==> config.mk <==
export PLATFORM = sky130hd
export DESIGN_NAME = asla_cfg
export DESIGN_NICKNAME = d
export VERILOG_FILES = /design/src/asla_pkg.sv /design/src/asla_cfg.sv
export SDC_FILE = /design/constraint.sdc
export NUM_CORES = 1
export LEC_CHECK = 0
export ABC_AREA = 1
export ABC_CLOCK_PERIOD_IN_PS = 2000
export BUFFER_PORTS_ARGS = -buffer_cell sky130_fd_sc_hd__buf_2
export CORE_ASPECT_RATIO = 1.2
export CORE_MARGIN = 8
export CORE_UTILIZATION = 37
export CTS_CLUSTER_SIZE = 40
export DETAILED_ROUTE_END_ITERATION = 7
export GPL_TIMING_DRIVEN = 0
export MAX_ROUTING_LAYER = met4
export PLACE_DENSITY_LB_ADDON = 0.15
export SLEW_MARGIN = 25
export SYNTH_ARGS = -nofsm -noshare
export SYNTH_HDL_FRONTEND = slang
export SYNTH_SLANG_ARGS = --single-unit
==> constraint.sdc <==
create_clock -name clk -period 2 [get_ports clk]
set_input_delay 0.1 -clock clk [delete_from_list [all_inputs] [get_ports clk]]
set_output_delay 0.1 -clock clk [all_outputs]
set_load 0.05 [all_outputs]
==> src/asla_pkg.sv <==
// Shared types, constants and helpers for the analog scale and level alarm block.
package asla_pkg;

  // Converter and persistence limits
  localparam int ADC_BITS          = 12;
  localparam int HIGH_RED_LIMIT    = 16;
  localparam int HIGH_YELLOW_LIMIT = 16;
  localparam int LOW_RED_LIMIT     = 16;
  localparam int LOW_YELLOW_LIMIT  = 16;

  // Field widths
  localparam int RAW_W    = 12;
  localparam int GAIN_W   = 11;
  localparam int OFFSET_W = 16;
  localparam int ENG_W    = 24;
  localparam int CNT_W    = 8;
  localparam int STATUS_W = 3;
  localparam int CFG_IDX_W  = 3;
  localparam int CFG_DATA_W = 24;

  // Only the low converter bits of a sample are used
  localparam int RAW_USE = (ADC_BITS < RAW_W) ? ADC_BITS : RAW_W;
  localparam logic [RAW_W-1:0] RAW_MASK = RAW_W'((1 << RAW_USE) - 1);

  // Saturation bounds, one bit wider than the result
  localparam logic signed [ENG_W:0] ENG_MAX = (ENG_W+1)'((1 << (ENG_W-1)) - 1);
  localparam logic signed [ENG_W:0] ENG_MIN = -(ENG_W+1)'(1 << (ENG_W-1));

  // Configuration register indexes
  typedef enum logic [CFG_IDX_W-1:0] {
    REG_GAIN        = 3'd0,
    REG_OFFSET      = 3'd1,
    REG_LOW_RED     = 3'd2,
    REG_LOW_YELLOW  = 3'd3,
    REG_HIGH_YELLOW = 3'd4,
    REG_HIGH_RED    = 3'd5
  } cfg_reg_t;

  // Alarm status codes
  typedef enum logic [STATUS_W-1:0] {
    ST_NOMINAL     = 3'd0,
    ST_HIGH_YELLOW = 3'd1,
    ST_HIGH_RED    = 3'd2,
    ST_LOW_YELLOW  = 3'd3,
    ST_LOW_RED     = 3'd4
  } status_t;

  // Configuration register contents
  typedef struct packed {
    logic signed [GAIN_W-1:0]   gain;
    logic signed [OFFSET_W-1:0] offset;
    logic signed [ENG_W-1:0]    low_red_level;
    logic signed [ENG_W-1:0]    low_yellow_level;
    logic signed [ENG_W-1:0]    high_yellow_level;
    logic signed [ENG_W-1:0]    high_red_level;
  } cfg_t;

  // Scaled value word between the scale and alarm stages
  typedef struct packed {
    logic                    valid;
    logic signed [ENG_W-1:0] value;
  } eng_word_t;

  // Counter step result
  typedef struct packed {
    logic [CNT_W-1:0] count;
    logic             alarm;
  } persist_t;

  // Saturating up/down persistence counter step
  function automatic persist_t persist_step(input logic [CNT_W-1:0] cnt,
                                            input logic beyond,
                                            input logic [CNT_W-1:0] limit);
    persist_t r;
    r.count = cnt;
    r.alarm = 1'b0;
    if (beyond) begin
      if (cnt >= limit) begin
        r.count = limit;
        r.alarm = 1'b1;
      end else begin
        r.count = cnt + CNT_W'(1);
      end
    end else if (cnt != '0) begin
      r.count = cnt - CNT_W'(1);
      if (r.count > limit) begin
        r.count = limit;
      end
    end
    return r;
  endfunction

endpackage

==> src/asla_cfg.sv <==
// Configuration register file with a plain write port.
module asla_cfg
  import asla_pkg::*;
(
  input  logic                  clk,
  input  logic                  rst,
  input  logic                  cfg_we,
  input  logic [CFG_IDX_W-1:0]  cfg_index,
  input  logic [CFG_DATA_W-1:0] cfg_data,
  output cfg_t                  cfg
);

  // Register writes; unknown indexes are dropped
  always_ff @(posedge clk) begin
    if (rst) begin
      cfg <= '0;
    end else if (cfg_we) begin
      unique case (cfg_index)
        REG_GAIN:        cfg.gain              <= cfg_data[GAIN_W-1:0];
        REG_OFFSET:      cfg.offset            <= cfg_data[OFFSET_W-1:0];
        REG_LOW_RED:     cfg.low_red_level     <= cfg_data[ENG_W-1:0];
        REG_LOW_YELLOW:  cfg.low_yellow_level  <= cfg_data[ENG_W-1:0];
        REG_HIGH_YELLOW: cfg.high_yellow_level <= cfg_data[ENG_W-1:0];
        REG_HIGH_RED:    cfg.high_red_level    <= cfg_data[ENG_W-1:0];
        default: ;
      endcase
    end
  end

endmodule

Word level (Yosys, flattened, before mapping)
Index checks and enable logic that the tools add are counted.
{"block": "op_classes", "eq_ne": 5, "n_reduce_logical": 7}
{"cell": "$reduce_and 2->1", "count": 6}
{"cell": "$eq 3x2->1 const B", "count": 2}
{"cell": "$eq 3x3->1 const B", "count": 2}
{"cell": "$eq 3x1->1 const B", "count": 1}
{"cell": "$logic_not 3->1", "count": 1}
{"block": "word_totals", "ff_bits": 123, "input_bits": 30, "out_inout_bits": 123}

Logic depth before layout (Yosys ltp)
Gate-level depths: netlist of the first run.
{"block": "logic_depth", "word_depth": 2, "ltp_mapped": 7, "depth_no_buf": 5}

Worst setup path before layout of the first run
Ideal clock, no wire load.
{"block": "synth_timing", "path_type": "input-to-reg", "from": "in cfg_index[2]", "to": "reg cfg[37] (netlist name)", "setup_ns": 0.114, "t_arrival_ns": 0.796, "setup_slack_ns": 1.090, "stages": 7, "n_path_buf": 2, "path_cell_list": "nand2_1 inv_1 buf_2 buf_4 nand3_1 nand2_1 nor2_1"}
{"block": "synth_via", "elab_chain_len": 2}
{"item": "start, declared", "line_no": "asla_cfg.sv:8", "text": "input logic [CFG_IDX_W-1:0] cfg_index,"}
{"item": "$eq 3x3->1", "line_no": "asla_cfg.sv:18", "text": "unique case (cfg_index)"}
{"item": "$reduce_and 2->1 (no line)"}
{"item": "end, declared", "line_no": "asla_cfg.sv:10", "text": "output cfg_t cfg"}
Every way passes these cells.
A chain may end at the register's enable or synchronous reset.

Final worst setup path of the first run
{"block": "layout_timing", "from": "reg cfg[96] (netlist name)", "to": "out cfg[96] (netlist name)"}
No word-level cell between the ends.

==> run_results.csv, run 1 <==
group,metric,value,unit
power_and_ir_drop,power.density,998,nW/um^2
timing,post-route-period-util,58.1,%
setup_path,required,1.90,ns
synthesis,syn_inst,709,
clocking,cts_setup_buffers,0,
synthesis,synth_top_area_share,50.2,%
floorplan,die_area,17200,um^2
clocking,cts_buffers,17,
setup_path,worstPathArrival,1.06,ns
timing,skew,0,ns
grt,grt_pass1_wl,24900,um
synthesis,syn-num-nets,739,
grt,grt-ovfl-total,0,
clocking,clock_latency,0.42,ns
clocking,cts.path.max_buffers,2,
timing,fmaxAchievable,0.861,GHz
power_and_ir_drop,p_sw,1.75,mW
clocking,ctsHtreeMaxLevel,4,
setup_path,r2r_cells,2,
layout,post-route-util,49.4,%
run_status,status,"finished, final reports clean",
power_and_ir_drop,p_clk_share,46.6,%
setup_path,slowest_delay,0.35,ns
power_and_ir_drop,ir_drop,0.531,mV
setup_path,cp_max_fo,2,
layout,drive_above_1_share,25.0,%
clocking,cts_sinks,123,
min_path,hold_path.class,"in -> reg",
grt,grt_util_all_layers,19.4,%
layout,largest_reg_flops,123,
timing,worstMarginPinSlew,0.515,ns
timing,tns,0,ns
place,dp_cells,1029,
setup_path,critPathLaunchType,"flip-flop",
floorplan,die_x,121,um
detailed_routing,dr_wl_met2,7520,um
layout,stdcell_area,6460,um^2
timing,finalSetupViolCount,0,
layout,fin_cells,1062,
setup_path,crit_cells,1,
detailed_routing,num_vias,4962,
place,dpl.hpwl,12200,um
detailed_routing,m1WireLength,6840,um
floorplan,rows,46,
detailed_routing,avgViaCountPerCell,4.67,
power_and_ir_drop,intPower,4.70,mW
power_and_ir_drop,combPwrFrac,13.4,%
power_and_ir_drop,p_sw_share,27.2,%
synthesis,synth_area_leaders,"dfxtp_1, nor2_1, nand3_1, nand2_1, buf_2",
layout,final_common_cell,"nor2_1",
clocking,cts_resized,0,
place,gp_congestion,0.827,
layout,nNetsFinal,910,
layout,reg.largest.list,"cfg x123",
layout,nFillCells,1403,
power_and_ir_drop,p_leak,3.28,nW
timing,hold_viol_final,0,
floorplan,initial_core_util,37.5,%
detailed_routing,top_layer,"met4",
detailed_routing,drtIter0Drc,324,
timing,period_needed,1.16,ns
clocking,cts_tree,"yes",
layout,synthToLayoutAreaGrowth,31.7,%
synthesis,ys_warn_count,0,
setup_path,cp_top_family,"flip-flops",
layout,regMostFlops,"cfg",
place,portBuffers,152,
setup_path,critPathBufInv,1,
layout,mostFrequentLayoutCells,"nor2_1, buf_2, nand2_1",
clocking,cts_root_buffer,"clkbuf_16",
detailed_routing,drc,0,
floorplan,ioPinCount,153,
synthesis,yosysTopAreaCell,"dfxtp_1",
grt,antenna_found_initial,1,
flow_run,drv_cap,0,
synthesis,syn_area_per_cell,6.91,um^2
timing,rsz0062_at_grt,"no",
timing,slew_violations,0,
detailed_routing,wl_per_cell,15.0,um
floorplan,core_area,13100,um^2
place,placed_area,5870,um^2
clocking,hold_buffers,0,
timing,maxSlewHeadroom,65.6,%
power_and_ir_drop,pwr-share-seq,40.0,%
setup_path,cpMaxStageDelayCell,"dfxtp_1",
detailed_routing,drtAntennaViolNets,0,
synthesis,yosys_register_bits,123,
synthesis,yosysSeqAreaShare,50.2,%
clocking,cts.clk_slew.worst_paths,0.06,ns
setup_path,crit_type,"reg -> out",
setup_path,end_kind,"output port",
detailed_routing,routed_wl,15900,um
setup_path,cp_cell_sequence,"buf_2",
min_path,hold_depth,5,
grt,grt_pass1_vias,4624,
synthesis,netlist_area,4900,um^2
detailed_routing,met3WireLength,1300,um
detailed_routing,firstDrtPassIters,5,
floorplan,die_y,142,um
synthesis,synth.distinct_cells,13,
grt,grt_start_max_net_pins,17,
cell families after synthesis:
family / Yosys count / synth area share (%)
buffers and inverters: 78 / 7.17
AND/OR/NAND/NOR: 508 / 42.6
flip-flops: 123 / 50.2
cell usage after synthesis (all sizes together):
| cell | number |
|---|---|
| nand2 | 129 |
| clkinv | 1 |
| clkbuf | 11 |
| dfxtp | 123 |
| buf | 36 |
| nor2 | 256 |
| inv | 30 |
| nand3 | 123 |
power groups by stage:
| stage | Clock (mW) | Sequential [mW] | Combinational [mW] |
|---|---|---|---|
| 5_1_grt | 3.18 | 2.59 | 0.936 |
| 3_5_place_dp | 0 | 2.63 | 0.867 |
| 3_3_place_gp | 0 | 2.63 | 0.864 |
| 6_report | 3.00 | 2.58 | 0.862 |
| 4_1_cts | 3.06 | 2.58 | 0.869 |
| 2_1_floorplan | 0 | 2.93 | 0.328 |
metal layers:
metal  GRT usage (%)  up-vias
li1                -     2537
met1            22.6     2236
met2            29.8      167
met3            7.19       22
met4            7.58        0
met5               -        -
cell type report:
class / count / area (um^2) / area share [%]
sequential: 123 / 2460 / 38.1
antenna: 1 / 2.50 / 0.0388
tap: 168 / 210 / 3.26
timing repair buffer: 152 / 761 / 11.8
inverter: 31 / 116 / 1.80
multi-input combinational: 508 / 2090 / 32.3
buffer: 47 / 235 / 3.64
clock buffer: 24 / 492 / 7.61
clock inverter: 8 / 90.1 / 1.40
stage by stage:
stage / hold slack, ns / total power, mW / worst slack [ns]
after floorplan: 0.346 / 3.26 / 1.09
after global placement: 0.457 / 3.50 / 0.536
after detailed placement: 0.466 / 3.50 / 0.510
after CTS: 0.0539 / 6.51 / 0.820
after global routing: 0.0925 / 6.71 / 0.803
final: 0.0636 / 6.45 / 0.839
final timing paths:
path	to	from	slack [ns]
max	cfg[96]	cfg[96]$_SDFFE_PP0P_	0.84
min	cfg[71]$_SDFFE_PP0P_	cfg_data[23]	0.06
max reg2reg	cfg[112]$_SDFFE_PP0P_	cfg[112]$_SDFFE_PP0P_	1.41
min reg2reg	cfg[113]$_SDFFE_PP0P_	cfg[113]$_SDFFE_PP0P_	0.47
No activity file was read; power rests on OpenSTA's default activity.
==> inputs of run 2 (changes only) <==
- ABC_CLOCK_PERIOD_IN_PS: 2000 -> 980
- clock period: 2 -> 0.98 ns (I/O delays scaled with it)
==> run_results.csv, run 2 (same netlist as run 1, synthesis figures left out) <==
group,metric,value,unit
setup_path,r2r_slack,0.22,ns
detailed_routing,drc,0,
setup_path,end_kind,"output port",
setup_path,regToRegStartpoint,"cfg[31]$_SDFFE_PP0P_",
timing,skew,0,ns
detailed_routing,drtIter0Drc,387,
layout,multi_input_area,2090,um^2
place,portBuffers,152,
clocking,cts_root_buffer,"clkbuf_16",
clocking,clock_latency,0.42,ns
layout,drive_above_1_share,39.5,%
clocking,cts.path.max_buffers,2,
floorplan,ioPinCount,153,
timing,post-route-period-util,101,%
power_and_ir_drop,power.density,1750,nW/um^2
grt,grt_util_all_layers,20.2,%
grt,grt_pass1_wl,25900,um
place,dpl.hpwl,12200,um
power_and_ir_drop,ir_drop,1.13,mV
setup_path,r2r_cells,3,
layout,post-route-util,59.8,%
grt,grt_pass1_vias,4873,
layout,mostFrequentLayoutCells,"nor2_1, nand2_1, nand3_1, dfxtp_2, buf_8",
min_path,hold_path.class,"in -> reg",
timing,layout_setup_ws,-0.00724,ns
setup_path,critPathLaunchType,"flip-flop",
setup_path,cp_top_family,"flip-flops",
timing,slew_violations,0,
timing,maxSlewHeadroom,66.4,%
layout,largest_reg_flops,123,
timing,rsz0062_at_grt,"yes",
place,dp_cells,1029,
setup_path,crit_type,"reg -> out",
floorplan,initial_core_util,37.5,%
timing,finalSetupViolCount,5,
min_path,hold_depth,5,
detailed_routing,drtAntennaViolNets,0,
run_status,status,"finished with violations",
floorplan,die_x,121,um
layout,seq_area,2620,um^2
setup_path,r2r_end,"cfg[31]$_SDFFE_PP0P_",
clocking,cts_buffers,17,
detailed_routing,firstDrtPassIters,5,
flow_run,drv_cap,0,
timing,period_needed,0.987,ns
layout,regMostFlops,"cfg",
layout,fin_cells,1070,
run_status,violations,"negative setup slack",
detailed_routing,wl_per_cell,15.8,um
floorplan,die_y,142,um
detailed_routing,num_vias,5139,
setup_path,worstPathArrival,0.94,ns
timing,hold_viol_final,0,
timing,fmaxAchievable,1.01,GHz
layout,reg.largest.list,"cfg x123",
setup_path,cp_cell_sequence,"buf_8",
power_and_ir_drop,p_leak,3.58,nW
clocking,cts_tree,"yes",
setup_path,cp_max_fo,2,
clocking,ctsHtreeMaxLevel,4,
floorplan,rows,46,
clocking,cts_sinks,123,
detailed_routing,avgViaCountPerCell,4.80,
layout,nNetsFinal,918,
layout,nFillCells,1202,
place,gp_congestion,0.827,
setup_path,critPathBufInv,1,
layout,final_common_cell,"nor2_1",
min_path,min-delay-start,"cfg_data[23]",
layout,synthToLayoutAreaGrowth,59.5,%
timing,worstMarginPinSlew,0.504,ns
floorplan,core_area,13100,um^2
setup_path,slowest_delay,0.36,ns
clocking,cts.clk_slew.worst_paths,0.06,ns
grt,antenna_found_initial,1,
setup_path,cpMaxStageDelayCell,"dfxtp_2",
min_path,hold-path-endpoint,"cfg[95]$_SDFFE_PP0P_",
detailed_routing,routed_wl,16900,um
setup_path,required,0.93,ns
grt,grt_start_max_net_pins,17,
grt,grt-ovfl-total,0,
floorplan,die_area,17200,um^2
[run 2: changes by cell type in the layout (fill, tap and decap cells not counted)]
cell	previous run	this run
buf_2	178	55
dfxtp_1	123	0
dfxtp_2	0	123
buf_8	0	99
buf_6	0	24
buf_4	7	16
clkbuf_1	14	12
clkbuf_2	0	1
[run 2: layout make-up]
type                    instances  area share [%]
diodes                          1          0.0320
plain buffers                  46            2.98
clock buffers                  24            6.29
clock inverters                 8            1.15
inverters                      31            1.49
multi-input cells             508            26.7
flip-flops and latches        123            33.5
well taps                     168            2.69
repair buffers                161            25.2
[run 2: worst max-delay path by stage]
stage / from / endpoint / slack (ns) / cells past startpoint
finish: cfg[112]$_SDFFE_PP0P_ / cfg[112] / -0.007 / 1
global route: cfg[96]$_SDFFE_PP0P_ / cfg[96] / -0.03 / 1
CTS: cfg[112]$_SDFFE_PP0P_ / cfg[112] / -0.02 / 1
detailed placement: rst / cfg[36]$_SDFFE_PP0P_ / -0.46 / 6
global placement: rst / cfg[38]$_SDFFE_PP0P_ / -0.43 / 6
floorplan: cfg_index[2] / cfg[37]$_SDFFE_PP0P_ / 0.12 / 7
[run 2: worst min-delay path, stage by stage]
cell	delay, ns
buf_2	0.07
inv_1	0.08
nand3_1	0.09
nand2_1	0.05
nor2_1	0.07
[run 2: per-layer routing]
metal / vias to the layer above / GRT usage [%] / share of wire (%)
met4: 0 / 7.77 / 1.6
met2: 186 / 32.3 / 50
li1: 2559 / - / -
met1: 2371 / 22.6 / 41
met5: - / - / 0
met3: 23 / 7.42 / 8.0
[run 2: stage by stage]
step	area (um^2)	hold WS, ns	TNS, ns	setup WS, ns	total power, mW
floorplan	4900	0.295	0	0.121	6.65
global placement	5870	0.443	-29.26	-0.433	7.13
detailed placement	5870	0.450	-30.25	-0.459	7.14
CTS	7470	0.00275	-0.143	-0.0193	13.6
global route	7820	0.0597	-1.17	-0.0273	14.1
finish	7820	0.0218	-0.0206	-0.00724	13.7
[run 2: power breakdown]
group          switching (mW)  total (mW)  internal, mW
Combinational            1.36        2.10         0.747
Sequential              0.153        5.37          5.22
Clock                    2.20        6.18          3.98
[run 2: what timing repair did]
action                                  in CTS  in global routing
gates cloned                                 0                  0
setup buffers                                0                  9
hold buffers                                 0                  0
hold endpoints to repair                     0                  0
resized for setup                          395                 75
endpoints found under the setup margin     129                116
